**src/design/operator_symbol_lexer_top_macros.svh**
```systemverilog
// Assertion macros for the operator symbol lexer.
`ifndef OPERATOR_SYMBOL_LEXER_TOP_MACROS_SVH
`define OPERATOR_SYMBOL_LEXER_TOP_MACROS_SVH

// Implication checked at every rising clk edge outside reset.
`define OSL_ASSERT_IMPL(label, cond, prop, msg) \
    label: assert property (@(posedge clk) disable iff (!rst_n) (cond) |-> (prop)) \
        else $error(msg);

// Implication checked in the cycle after the condition.
`define OSL_ASSERT_NEXT(label, cond, prop, msg) \
    label: assert property (@(posedge clk) disable iff (!rst_n) (cond) |=> (prop)) \
        else $error(msg);

`endif

```
**src/design/osl_pkg.sv**
```systemverilog
// Shared types, token codes and widths for the operator symbol lexer.
package osl_pkg;

    localparam int LINE_BITS      = 32;
    localparam int LINE_OUT_WIDTH = 32;
    localparam int BYTE_WIDTH     = 8;
    localparam int CODE_WIDTH     = 8;
    localparam int LEN_WIDTH      = 2;
    localparam int S_TDATA_WIDTH  = 24;
    localparam int M_TDATA_WIDTH  = 48;

    localparam logic [LINE_BITS-1:0] LINE_ONE = LINE_BITS'(1);
    localparam logic [LINE_BITS-1:0] LINE_MAX = {LINE_BITS{1'b1}};

    localparam logic [LEN_WIDTH-1:0] LEN_NONE  = 2'd0;
    localparam logic [LEN_WIDTH-1:0] LEN_ONE   = 2'd1;
    localparam logic [LEN_WIDTH-1:0] LEN_TWO   = 2'd2;
    localparam logic [LEN_WIDTH-1:0] LEN_THREE = 2'd3;

    // Token codes
    localparam logic [CODE_WIDTH-1:0] TOK_NONE        = 8'h00;
    localparam logic [CODE_WIDTH-1:0] TOK_HASH        = 8'h01;
    localparam logic [CODE_WIDTH-1:0] TOK_DOLLAR      = 8'h02;
    localparam logic [CODE_WIDTH-1:0] TOK_DOLLAR2     = 8'h03;
    localparam logic [CODE_WIDTH-1:0] TOK_BACKSLASH   = 8'h04;
    localparam logic [CODE_WIDTH-1:0] TOK_NEWLINE     = 8'h05;
    localparam logic [CODE_WIDTH-1:0] TOK_NOT         = 8'h80;
    localparam logic [CODE_WIDTH-1:0] TOK_NE          = 8'h81;
    localparam logic [CODE_WIDTH-1:0] TOK_MOD         = 8'h82;
    localparam logic [CODE_WIDTH-1:0] TOK_AND         = 8'h83;
    localparam logic [CODE_WIDTH-1:0] TOK_LAND        = 8'h84;
    localparam logic [CODE_WIDTH-1:0] TOK_LPAREN      = 8'h85;
    localparam logic [CODE_WIDTH-1:0] TOK_RPAREN      = 8'h86;
    localparam logic [CODE_WIDTH-1:0] TOK_MUL         = 8'h87;
    localparam logic [CODE_WIDTH-1:0] TOK_ADD         = 8'h88;
    localparam logic [CODE_WIDTH-1:0] TOK_INC         = 8'h89;
    localparam logic [CODE_WIDTH-1:0] TOK_COMMA       = 8'h8b;
    localparam logic [CODE_WIDTH-1:0] TOK_SUB         = 8'h8c;
    localparam logic [CODE_WIDTH-1:0] TOK_DEC         = 8'h8d;
    localparam logic [CODE_WIDTH-1:0] TOK_ARROW       = 8'h8f;
    localparam logic [CODE_WIDTH-1:0] TOK_DOT         = 8'h90;
    localparam logic [CODE_WIDTH-1:0] TOK_ELLIPSIS    = 8'h91;
    localparam logic [CODE_WIDTH-1:0] TOK_DIV         = 8'h92;
    localparam logic [CODE_WIDTH-1:0] TOK_COLON       = 8'h93;
    localparam logic [CODE_WIDTH-1:0] TOK_SEMI        = 8'h94;
    localparam logic [CODE_WIDTH-1:0] TOK_LT          = 8'h95;
    localparam logic [CODE_WIDTH-1:0] TOK_SHL         = 8'h96;
    localparam logic [CODE_WIDTH-1:0] TOK_LE          = 8'h97;
    localparam logic [CODE_WIDTH-1:0] TOK_ASSIGN      = 8'h98;
    localparam logic [CODE_WIDTH-1:0] TOK_MOD_ASSIGN  = 8'h99;
    localparam logic [CODE_WIDTH-1:0] TOK_AND_ASSIGN  = 8'h9a;
    localparam logic [CODE_WIDTH-1:0] TOK_MUL_ASSIGN  = 8'h9b;
    localparam logic [CODE_WIDTH-1:0] TOK_ADD_ASSIGN  = 8'h9c;
    localparam logic [CODE_WIDTH-1:0] TOK_SUB_ASSIGN  = 8'h9d;
    localparam logic [CODE_WIDTH-1:0] TOK_DIV_ASSIGN  = 8'h9e;
    localparam logic [CODE_WIDTH-1:0] TOK_SHL_ASSIGN  = 8'h9f;
    localparam logic [CODE_WIDTH-1:0] TOK_EQ          = 8'ha0;
    localparam logic [CODE_WIDTH-1:0] TOK_SHR_ASSIGN  = 8'ha1;
    localparam logic [CODE_WIDTH-1:0] TOK_XOR_ASSIGN  = 8'ha2;
    localparam logic [CODE_WIDTH-1:0] TOK_OR_ASSIGN   = 8'ha3;
    localparam logic [CODE_WIDTH-1:0] TOK_GT          = 8'ha4;
    localparam logic [CODE_WIDTH-1:0] TOK_GE          = 8'ha5;
    localparam logic [CODE_WIDTH-1:0] TOK_SHR         = 8'ha6;
    localparam logic [CODE_WIDTH-1:0] TOK_QUESTION    = 8'ha7;
    localparam logic [CODE_WIDTH-1:0] TOK_LBRACKET    = 8'ha8;
    localparam logic [CODE_WIDTH-1:0] TOK_RBRACKET    = 8'ha9;
    localparam logic [CODE_WIDTH-1:0] TOK_XOR         = 8'haa;
    localparam logic [CODE_WIDTH-1:0] TOK_LBRACE      = 8'hab;
    localparam logic [CODE_WIDTH-1:0] TOK_OR          = 8'hac;
    localparam logic [CODE_WIDTH-1:0] TOK_LOR         = 8'had;
    localparam logic [CODE_WIDTH-1:0] TOK_RBRACE      = 8'hae;
    localparam logic [CODE_WIDTH-1:0] TOK_TILDE       = 8'haf;

    typedef struct packed {
        logic                  matched;
        logic [CODE_WIDTH-1:0] code;
        logic [LEN_WIDTH-1:0]  length;
    } token_t;

    typedef struct packed {
        logic fire;
        logic restart;
        logic newline;
    } count_ctrl_t;

endpackage

```
**src/design/osl_classifier.sv**
```systemverilog
// Longest-match recognizer for operators, punctuation and newlines.
module osl_classifier (
    input  logic [osl_pkg::BYTE_WIDTH-1:0] first_byte,
    input  logic [osl_pkg::BYTE_WIDTH-1:0] second_byte,
    input  logic [osl_pkg::BYTE_WIDTH-1:0] third_byte,
    output osl_pkg::token_t                token
);
    import osl_pkg::*;

    localparam logic [7:0] CH_LF     = 8'h0a;
    localparam logic [7:0] CH_CR     = 8'h0d;
    localparam logic [7:0] CH_BANG   = 8'h21;
    localparam logic [7:0] CH_HASH   = 8'h23;
    localparam logic [7:0] CH_DOLLAR = 8'h24;
    localparam logic [7:0] CH_PCT    = 8'h25;
    localparam logic [7:0] CH_AMP    = 8'h26;
    localparam logic [7:0] CH_LPAR   = 8'h28;
    localparam logic [7:0] CH_RPAR   = 8'h29;
    localparam logic [7:0] CH_STAR   = 8'h2a;
    localparam logic [7:0] CH_PLUS   = 8'h2b;
    localparam logic [7:0] CH_COMMA  = 8'h2c;
    localparam logic [7:0] CH_MINUS  = 8'h2d;
    localparam logic [7:0] CH_DOT    = 8'h2e;
    localparam logic [7:0] CH_SLASH  = 8'h2f;
    localparam logic [7:0] CH_COLON  = 8'h3a;
    localparam logic [7:0] CH_SEMI   = 8'h3b;
    localparam logic [7:0] CH_LT     = 8'h3c;
    localparam logic [7:0] CH_EQ     = 8'h3d;
    localparam logic [7:0] CH_GT     = 8'h3e;
    localparam logic [7:0] CH_QUEST  = 8'h3f;
    localparam logic [7:0] CH_LBRK   = 8'h5b;
    localparam logic [7:0] CH_BSLASH = 8'h5c;
    localparam logic [7:0] CH_RBRK   = 8'h5d;
    localparam logic [7:0] CH_CARET  = 8'h5e;
    localparam logic [7:0] CH_LBRACE = 8'h7b;
    localparam logic [7:0] CH_PIPE   = 8'h7c;
    localparam logic [7:0] CH_RBRACE = 8'h7d;
    localparam logic [7:0] CH_TILDE  = 8'h7e;

    logic [CODE_WIDTH-1:0] code;
    logic [LEN_WIDTH-1:0]  length;

    always_comb
    begin
        code   = TOK_NONE;
        length = LEN_NONE;
        case (first_byte)
            CH_LF:
            begin
                code = TOK_NEWLINE; length = LEN_ONE;
            end
            CH_CR:
            begin
                code   = TOK_NEWLINE;
                length = (second_byte == CH_LF) ? LEN_TWO : LEN_ONE;
            end
            CH_BANG:
            begin
                if (second_byte == CH_EQ) begin code = TOK_NE; length = LEN_TWO; end
                else begin code = TOK_NOT; length = LEN_ONE; end
            end
            CH_HASH:
            begin
                code = TOK_HASH; length = LEN_ONE;
            end
            CH_DOLLAR:
            begin
                if (second_byte == CH_DOLLAR) begin code = TOK_DOLLAR2; length = LEN_TWO; end
                else begin code = TOK_DOLLAR; length = LEN_ONE; end
            end
            CH_PCT:
            begin
                if (second_byte == CH_EQ) begin code = TOK_MOD_ASSIGN; length = LEN_TWO; end
                else begin code = TOK_MOD; length = LEN_ONE; end
            end
            CH_AMP:
            begin
                if (second_byte == CH_AMP) begin code = TOK_LAND; length = LEN_TWO; end
                else if (second_byte == CH_EQ) begin code = TOK_AND_ASSIGN; length = LEN_TWO; end
                else begin code = TOK_AND; length = LEN_ONE; end
            end
            CH_LPAR:
            begin
                code = TOK_LPAREN; length = LEN_ONE;
            end
            CH_RPAR:
            begin
                code = TOK_RPAREN; length = LEN_ONE;
            end
            CH_STAR:
            begin
                if (second_byte == CH_EQ) begin code = TOK_MUL_ASSIGN; length = LEN_TWO; end
                else begin code = TOK_MUL; length = LEN_ONE; end
            end
            CH_PLUS:
            begin
                if (second_byte == CH_PLUS) begin code = TOK_INC; length = LEN_TWO; end
                else if (second_byte == CH_EQ) begin code = TOK_ADD_ASSIGN; length = LEN_TWO; end
                else begin code = TOK_ADD; length = LEN_ONE; end
            end
            CH_COMMA:
            begin
                code = TOK_COMMA; length = LEN_ONE;
            end
            CH_MINUS:
            begin
                if (second_byte == CH_MINUS) begin code = TOK_DEC; length = LEN_TWO; end
                else if (second_byte == CH_EQ) begin code = TOK_SUB_ASSIGN; length = LEN_TWO; end
                else if (second_byte == CH_GT) begin code = TOK_ARROW; length = LEN_TWO; end
                else begin code = TOK_SUB; length = LEN_ONE; end
            end
            CH_DOT:
            begin
                if (second_byte == CH_DOT && third_byte == CH_DOT)
                begin
                    code = TOK_ELLIPSIS; length = LEN_THREE;
                end
                else begin code = TOK_DOT; length = LEN_ONE; end
            end
            CH_SLASH:
            begin
                if (second_byte == CH_EQ) begin code = TOK_DIV_ASSIGN; length = LEN_TWO; end
                else begin code = TOK_DIV; length = LEN_ONE; end
            end
            CH_COLON:
            begin
                code = TOK_COLON; length = LEN_ONE;
            end
            CH_SEMI:
            begin
                code = TOK_SEMI; length = LEN_ONE;
            end
            CH_LT:
            begin
                if (second_byte == CH_LT && third_byte == CH_EQ)
                begin
                    code = TOK_SHL_ASSIGN; length = LEN_THREE;
                end
                else if (second_byte == CH_LT) begin code = TOK_SHL; length = LEN_TWO; end
                else if (second_byte == CH_EQ) begin code = TOK_LE; length = LEN_TWO; end
                else begin code = TOK_LT; length = LEN_ONE; end
            end
            CH_EQ:
            begin
                if (second_byte == CH_EQ) begin code = TOK_EQ; length = LEN_TWO; end
                else begin code = TOK_ASSIGN; length = LEN_ONE; end
            end
            CH_GT:
            begin
                if (second_byte == CH_GT && third_byte == CH_EQ)
                begin
                    code = TOK_SHR_ASSIGN; length = LEN_THREE;
                end
                else if (second_byte == CH_GT) begin code = TOK_SHR; length = LEN_TWO; end
                else if (second_byte == CH_EQ) begin code = TOK_GE; length = LEN_TWO; end
                else begin code = TOK_GT; length = LEN_ONE; end
            end
            CH_QUEST:
            begin
                code = TOK_QUESTION; length = LEN_ONE;
            end
            CH_LBRK:
            begin
                code = TOK_LBRACKET; length = LEN_ONE;
            end
            CH_BSLASH:
            begin
                code = TOK_BACKSLASH; length = LEN_ONE;
            end
            CH_RBRK:
            begin
                code = TOK_RBRACKET; length = LEN_ONE;
            end
            CH_CARET:
            begin
                if (second_byte == CH_EQ) begin code = TOK_XOR_ASSIGN; length = LEN_TWO; end
                else begin code = TOK_XOR; length = LEN_ONE; end
            end
            CH_LBRACE:
            begin
                code = TOK_LBRACE; length = LEN_ONE;
            end
            CH_PIPE:
            begin
                if (second_byte == CH_EQ) begin code = TOK_OR_ASSIGN; length = LEN_TWO; end
                else if (second_byte == CH_PIPE) begin code = TOK_LOR; length = LEN_TWO; end
                else begin code = TOK_OR; length = LEN_ONE; end
            end
            CH_RBRACE:
            begin
                code = TOK_RBRACE; length = LEN_ONE;
            end
            CH_TILDE:
            begin
                code = TOK_TILDE; length = LEN_ONE;
            end
            default:
            begin
                code   = TOK_NONE;
                length = LEN_NONE;
            end
        endcase
    end

    assign token.matched = (length != LEN_NONE);
    assign token.code    = code;
    assign token.length  = length;

endmodule

```
**src/design/osl_line_counter.sv**
```systemverilog
// Saturating line counter with restart, advanced once per newline transaction.
module osl_line_counter (
    input  logic                           clk,
    input  logic                           rst_n,
    input  osl_pkg::count_ctrl_t           ctrl,
    output logic [osl_pkg::LINE_BITS-1:0]  line_next
);
    import osl_pkg::*;

    logic [LINE_BITS-1:0] line_count_reg;
    logic [LINE_BITS-1:0] base;

    assign base      = ctrl.restart ? LINE_ONE : line_count_reg;
    assign line_next = (ctrl.newline && base != LINE_MAX) ? base + LINE_ONE : base;

    always_ff @(posedge clk or negedge rst_n)
    begin
        if (!rst_n)
        begin
            line_count_reg <= LINE_ONE;
        end
        else if (ctrl.fire)
        begin
            line_count_reg <= line_next;
        end
    end

endmodule

```
**src/design/operator_symbol_lexer_top.sv**
```systemverilog
// Operator symbol lexer: input register, classifier, line counter and result register.
//
// Each transaction on the slave side carries a three-byte window at the current text
// position; one result transaction comes out for each, in order. The block takes one
// window per cycle unless the result side stalls: the classifier and the line counter
// increment sit between the input register and the result register, and a stalled
// result register holds one item while the input register holds the next. The line
// count restarts at 1 when start_of_text is set, grows by one per newline token (CR,
// LF or CR-LF) and saturates at its maximum.
module operator_symbol_lexer_top (
    input  logic                              clk,
    input  logic                              rst_n,
    input  logic                              s_tvalid,
    output logic                              s_tready,
    // first_byte [7:0], second_byte [15:8], third_byte [23:16]
    input  logic [osl_pkg::S_TDATA_WIDTH-1:0] s_tdata,
    // start_of_text [0]
    input  logic                              s_tuser,
    output logic                              m_tvalid,
    input  logic                              m_tready,
    // token_code [7:0], token_length [9:8], line_number [41:10], zero [47:42]
    output logic [osl_pkg::M_TDATA_WIDTH-1:0] m_tdata,
    // matched [0]
    output logic                              m_tuser
);
    import osl_pkg::*;

    `include "operator_symbol_lexer_top_macros.svh"

    logic                      in_valid_reg;
    logic                      in_start_reg;
    logic [S_TDATA_WIDTH-1:0]  in_data_reg;
    logic                      out_valid_reg;
    token_t                    out_token_reg;
    logic [LINE_BITS-1:0]      out_line_reg;

    logic                      advance;
    token_t                    token;
    count_ctrl_t               count_ctrl;
    logic [LINE_BITS-1:0]      line_next;

    assign advance  = in_valid_reg && (!out_valid_reg || m_tready);
    assign s_tready = !in_valid_reg || advance;

    osl_classifier u_classifier (
        .first_byte  (in_data_reg[7:0]),
        .second_byte (in_data_reg[15:8]),
        .third_byte  (in_data_reg[23:16]),
        .token       (token)
    );

    assign count_ctrl.fire    = advance;
    assign count_ctrl.restart = in_start_reg;
    assign count_ctrl.newline = token.matched && (token.code == TOK_NEWLINE);

    osl_line_counter u_line_counter (
        .clk       (clk),
        .rst_n     (rst_n),
        .ctrl      (count_ctrl),
        .line_next (line_next)
    );

    always_ff @(posedge clk or negedge rst_n)
    begin
        if (!rst_n)
        begin
            in_valid_reg  <= 1'b0;
            out_valid_reg <= 1'b0;
        end
        else
        begin
            if (s_tvalid && s_tready)
            begin
                in_valid_reg <= 1'b1;
            end
            else if (advance)
            begin
                in_valid_reg <= 1'b0;
            end

            if (advance)
            begin
                out_valid_reg <= 1'b1;
            end
            else if (m_tready)
            begin
                out_valid_reg <= 1'b0;
            end
        end
    end

    always_ff @(posedge clk)
    begin
        if (s_tvalid && s_tready)
        begin
            in_start_reg <= s_tuser;
            in_data_reg  <= s_tdata;
        end
        if (advance)
        begin
            out_token_reg <= token;
            out_line_reg  <= line_next;
        end
    end

    assign m_tvalid = out_valid_reg;
    assign m_tuser  = out_token_reg.matched;
    assign m_tdata  = {6'd0, LINE_OUT_WIDTH'(out_line_reg),
                       out_token_reg.length, out_token_reg.code};

    `OSL_ASSERT_IMPL(a_unmatched_zero, m_tvalid && !m_tuser, m_tdata[9:0] == 10'd0, "unmatched result carries code or length")
    `OSL_ASSERT_IMPL(a_matched_len, m_tvalid && m_tuser, m_tdata[9:8] != LEN_NONE, "matched result with zero length")
    `OSL_ASSERT_IMPL(a_line_nonzero, m_tvalid, m_tdata[41:10] != 32'd0, "line number is zero")
    `OSL_ASSERT_IMPL(a_stall_cause, !s_tready, in_valid_reg && out_valid_reg && !m_tready, "input stalled without a full pipeline")
    `OSL_ASSERT_NEXT(a_advance_fills, advance, out_valid_reg, "advanced item missing from result register")

endmodule

```
**config.mk**
```make
export PLATFORM = sky130hd
export DESIGN_NAME = operator_symbol_lexer_top
export DESIGN_NICKNAME = d
export VERILOG_FILES = /design/src/design/osl_pkg.sv /design/src/design/osl_classifier.sv /design/src/design/osl_line_counter.sv /design/src/design/operator_symbol_lexer_top.sv
export VERILOG_INCLUDE_DIRS = /design/src /design/src/design
export SDC_FILE = /design/constraint.sdc
export NUM_CORES = 1
export LEC_CHECK = 0
export ABC_AREA = 1
export BUFFER_PORTS_ARGS = -buffer_cell sky130_fd_sc_hd__buf_2
export CAP_MARGIN = 20
export CORE_MARGIN = 2
export CORE_UTILIZATION = 50
export CTS_CLUSTER_DIAMETER = 30
export DETAILED_ROUTE_END_ITERATION = 8
export PLACE_DENSITY = 0.79
export SKIP_CTS_REPAIR_TIMING = 1
export SYNTH_ARGS = -nofsm -noshare
export SYNTH_HDL_FRONTEND = slang
export SYNTH_SLANG_ARGS = --single-unit
```
**constraint.sdc**
```tcl
create_clock -name clk -period 5.5 [get_ports clk]
set_input_delay 0.825 -clock clk [delete_from_list [all_inputs] [get_ports clk]]
set_output_delay 0.825 -clock clk [all_outputs]
set_load 0.02 [all_outputs]
```
==> flow_summary.json <==
{
  "status": "finished clean",
  "area_growth_pct": 10.87,
  "p_leak_nw": 3.441,
  "overflow": 0,
  "drive_gt1_share_pct": 18.75,
  "min_period_over_period_pct": 56.06,
  "cts_buffer_depth": 2,
  "synth_commonest_cells": "314 x nand2_1, 113 x nor2_1, 85 x inv_1, 67 x edfxtp_1, 63 x nand3_1",
  "seq_area_um2": 2864,
  "yosysMostFrequentCell": "nand2_1",
  "grt_start_max_net_pins": 56,
  "drt-total-wl_mm": 15.18,
  "nets": 953,
  "insertedDiodeCount": 0,
  "startpoint_type": "flip-flop",
  "synthCells": 858,
  "grt_pass1_vias": 5221,
  "multi_input_area_um2": 2955,
  "cts.sink_count": 101,
  "slew-limit-headroom_pct": 36.46,
  "synth_top_area_share_pct": 31.68,
  "synthTopCellsByArea": "edfxtp_1 32%, nand2_1 19%, dfrtp_1 13%",
  "hold_violations": 0,
  "vias": 5546,
  "root_buffer": "clkbuf_16",
  "ys_warn_count": 0,
  "htreeDepth": 3,
  "synth_area_leader_cell": "edfxtp_1",
  "clk_latency_ns": 0.36,
  "avgSynthCellArea_um2": 7.402,
  "synthArstFlopShare_pct": 33.66,
  "end_kind": "flip-flop",
  "post-route-min-period_ns": 3.084,
  "worstMarginPinSlew_ns": 0.9521,
  "track_usage_pct": 24.00,
  "port_buffers": 72,
  "maxCapViolCount": 0,
  "firstDrtPassIters": 5,
  "avgViaCountPerCell": 5.042,
  "finalSetupTns_ns": 0,
  "antenna_left": 0,
  "grt-busiest-layer": "met2",
  "rows": 41,
  "critical_path_class": "reg -> reg",
  "initial_core_util_pct": 50.74,
  "fp.dieW_um": 116.7,
  "grt_util_met1_pct": 32.74,
  "die_height_um": 116.7,
  "slew_violations": 0,
  "ir_worst_vdd_mv": 0.1275,
  "ys_ff_latch": 101,
  "p_per_area_nw_per_um2": 247.4,
  "wire_per_inst_um": 13.80,
  "hp-class": "reg -> reg",
  "synth_edf_count": 67,
  "synth_cell_types": 39,
  "rsz0062_at_grt": "no",
  "clkSlewWorstSetupHoldPaths_ns": 0.07,
  "ioPinCount": 80,
  "cts_buffers": 9,
  "cp_max_fo": 33,
  "fmax_mhz": 324.3,
  "drt_iter0_markers": 485,
  "grt_pass1_wl_mm": 25.52,
  "synth_flop_cell": "edfxtp_1",
  "nFillCells": 1228,
  "final-setup-viol-count": 0,
  "die-area_um2": 13620,
  "cts_tree": "yes",
  "routabilityCongestion": 0.9266,
  "total_power_mw": 1.742,
  "dp_hpwl_mm": 11.20,
  "worst_ep_required_time_ns": 5.61,
  "synthesis.area_um2": 6351,
  "fin_worst_skew_ns": 0.009774,
  "met2_usage_pct": 38.46,
  "antenna_found_initial": 0,
  "synth-seq-area-share_pct": 45.09,
  "drc": 0,
  "grtUsageMet3_pct": 4.567,
  "core_um2": 12520,
  "cp_data_arrival_time_ns": 3.20
}
-- path summary, 6_finish.rpt --
path                                                   from  slack, ns  cells past startpoint                                 to
max                                            in_start_reg       2.42                     12                    out_line_reg[0]
max reg2reg                                    in_start_reg       2.42                     12                    out_line_reg[0]
min                        u_line_counter.line_count_reg[0]       0.48                      2   u_line_counter.line_count_reg[0]
min reg2reg                u_line_counter.line_count_reg[0]       0.48                      2   u_line_counter.line_count_reg[0]
max in group asynchronous                             rst_n       4.44                      1   u_line_counter.line_count_reg[7]
min in group asynchronous                             rst_n       0.56                      1  u_line_counter.line_count_reg[31]
-- layer usage --
metal  part of all wire [%]  up-vias
li1                       -     2821
met1                     46     2546
met2                     46      152
met3                    5.2       27
met4                    2.4        0
met5                      0        -
-- layout make-up --
| cell class | count | area share [%] |
|---|---|---|
| Clock buffer | 12 | 3.643 |
| Multi-Input combinational cell | 647 | 41.97 |
| Tap cell | 172 | 3.056 |
| Timing Repair Buffer | 74 | 5.330 |
| Clock inverter | 4 | 0.4264 |
| Sequential cell | 101 | 40.67 |
| Inverter | 90 | 4.904 |
-- logic make-up (layout without fill, tap and decap cells) --
group | after synthesis | in the layout | share of synthesized area, %
xor+xnor | 13 | 13 | 1.793
buf+inv | 116 | 180 | 8.727
compound gates | 27 | 27 | 2.463
flops | 101 | 101 | 45.09
other cells | 1 | 7 | 0.05904
fa+ha+maj | 1 | 1 | 0.1970
simple gates | 599 | 599 | 41.67
-- worst max-delay path: stages (launching register included) --
cell and delay, ns:
edfxtp_1 0.58, nor2_1 0.41, inv_1 0.15, ha_1 0.24, inv_1 0.13, nor2_4 0.07
nand2_2 0.11, nor2_2 0.06, nand2_1 0.10, nand2_4 0.24, inv_4 0.47, nand2_1 0.14
and2_1 0.16
-- cell usage in the layout (no fill, tap or decap), drive strengths merged, types with 2 or more instances in the layout --
cell	instances
xnor2	2
inv	90
o21ai	14
conb	7
nor3	10
dfrtp	33
a21oi	5
o211ai	5
edfxtp	67
nand2	371
buf	74
nor2	126
nand4	11
clkbuf	12
clkinv	3
nand3	72
xor2	11
and2	2
nand3b	4
-- power breakdown --
| group | internal (mW) | switching [mW] | total (mW) |
|---|---|---|---|
| clock network | 0.334 | 0.280 | 0.614 |
| logic | 0.0528 | 0.169 | 0.222 |
| registers | 0.882 | 0.0236 | 0.906 |
-- per-stage QoR --
stage	util (%)	hold WS (ns)	instance area, µm²	worst slack [ns]	instances
after floorplan	-	0.4481	6374	2.535	864
after global placement	53.97	0.4603	6755	2.529	1084
after detailed placement	53.97	0.4734	6755	2.459	1084
after CTS	56.26	0.4818	7042	2.447	1100
after global routing	56.26	0.5176	7042	2.180	1100
final	56.26	0.4793	7042	2.416	1100
Power figures use the tool's default switching activity.
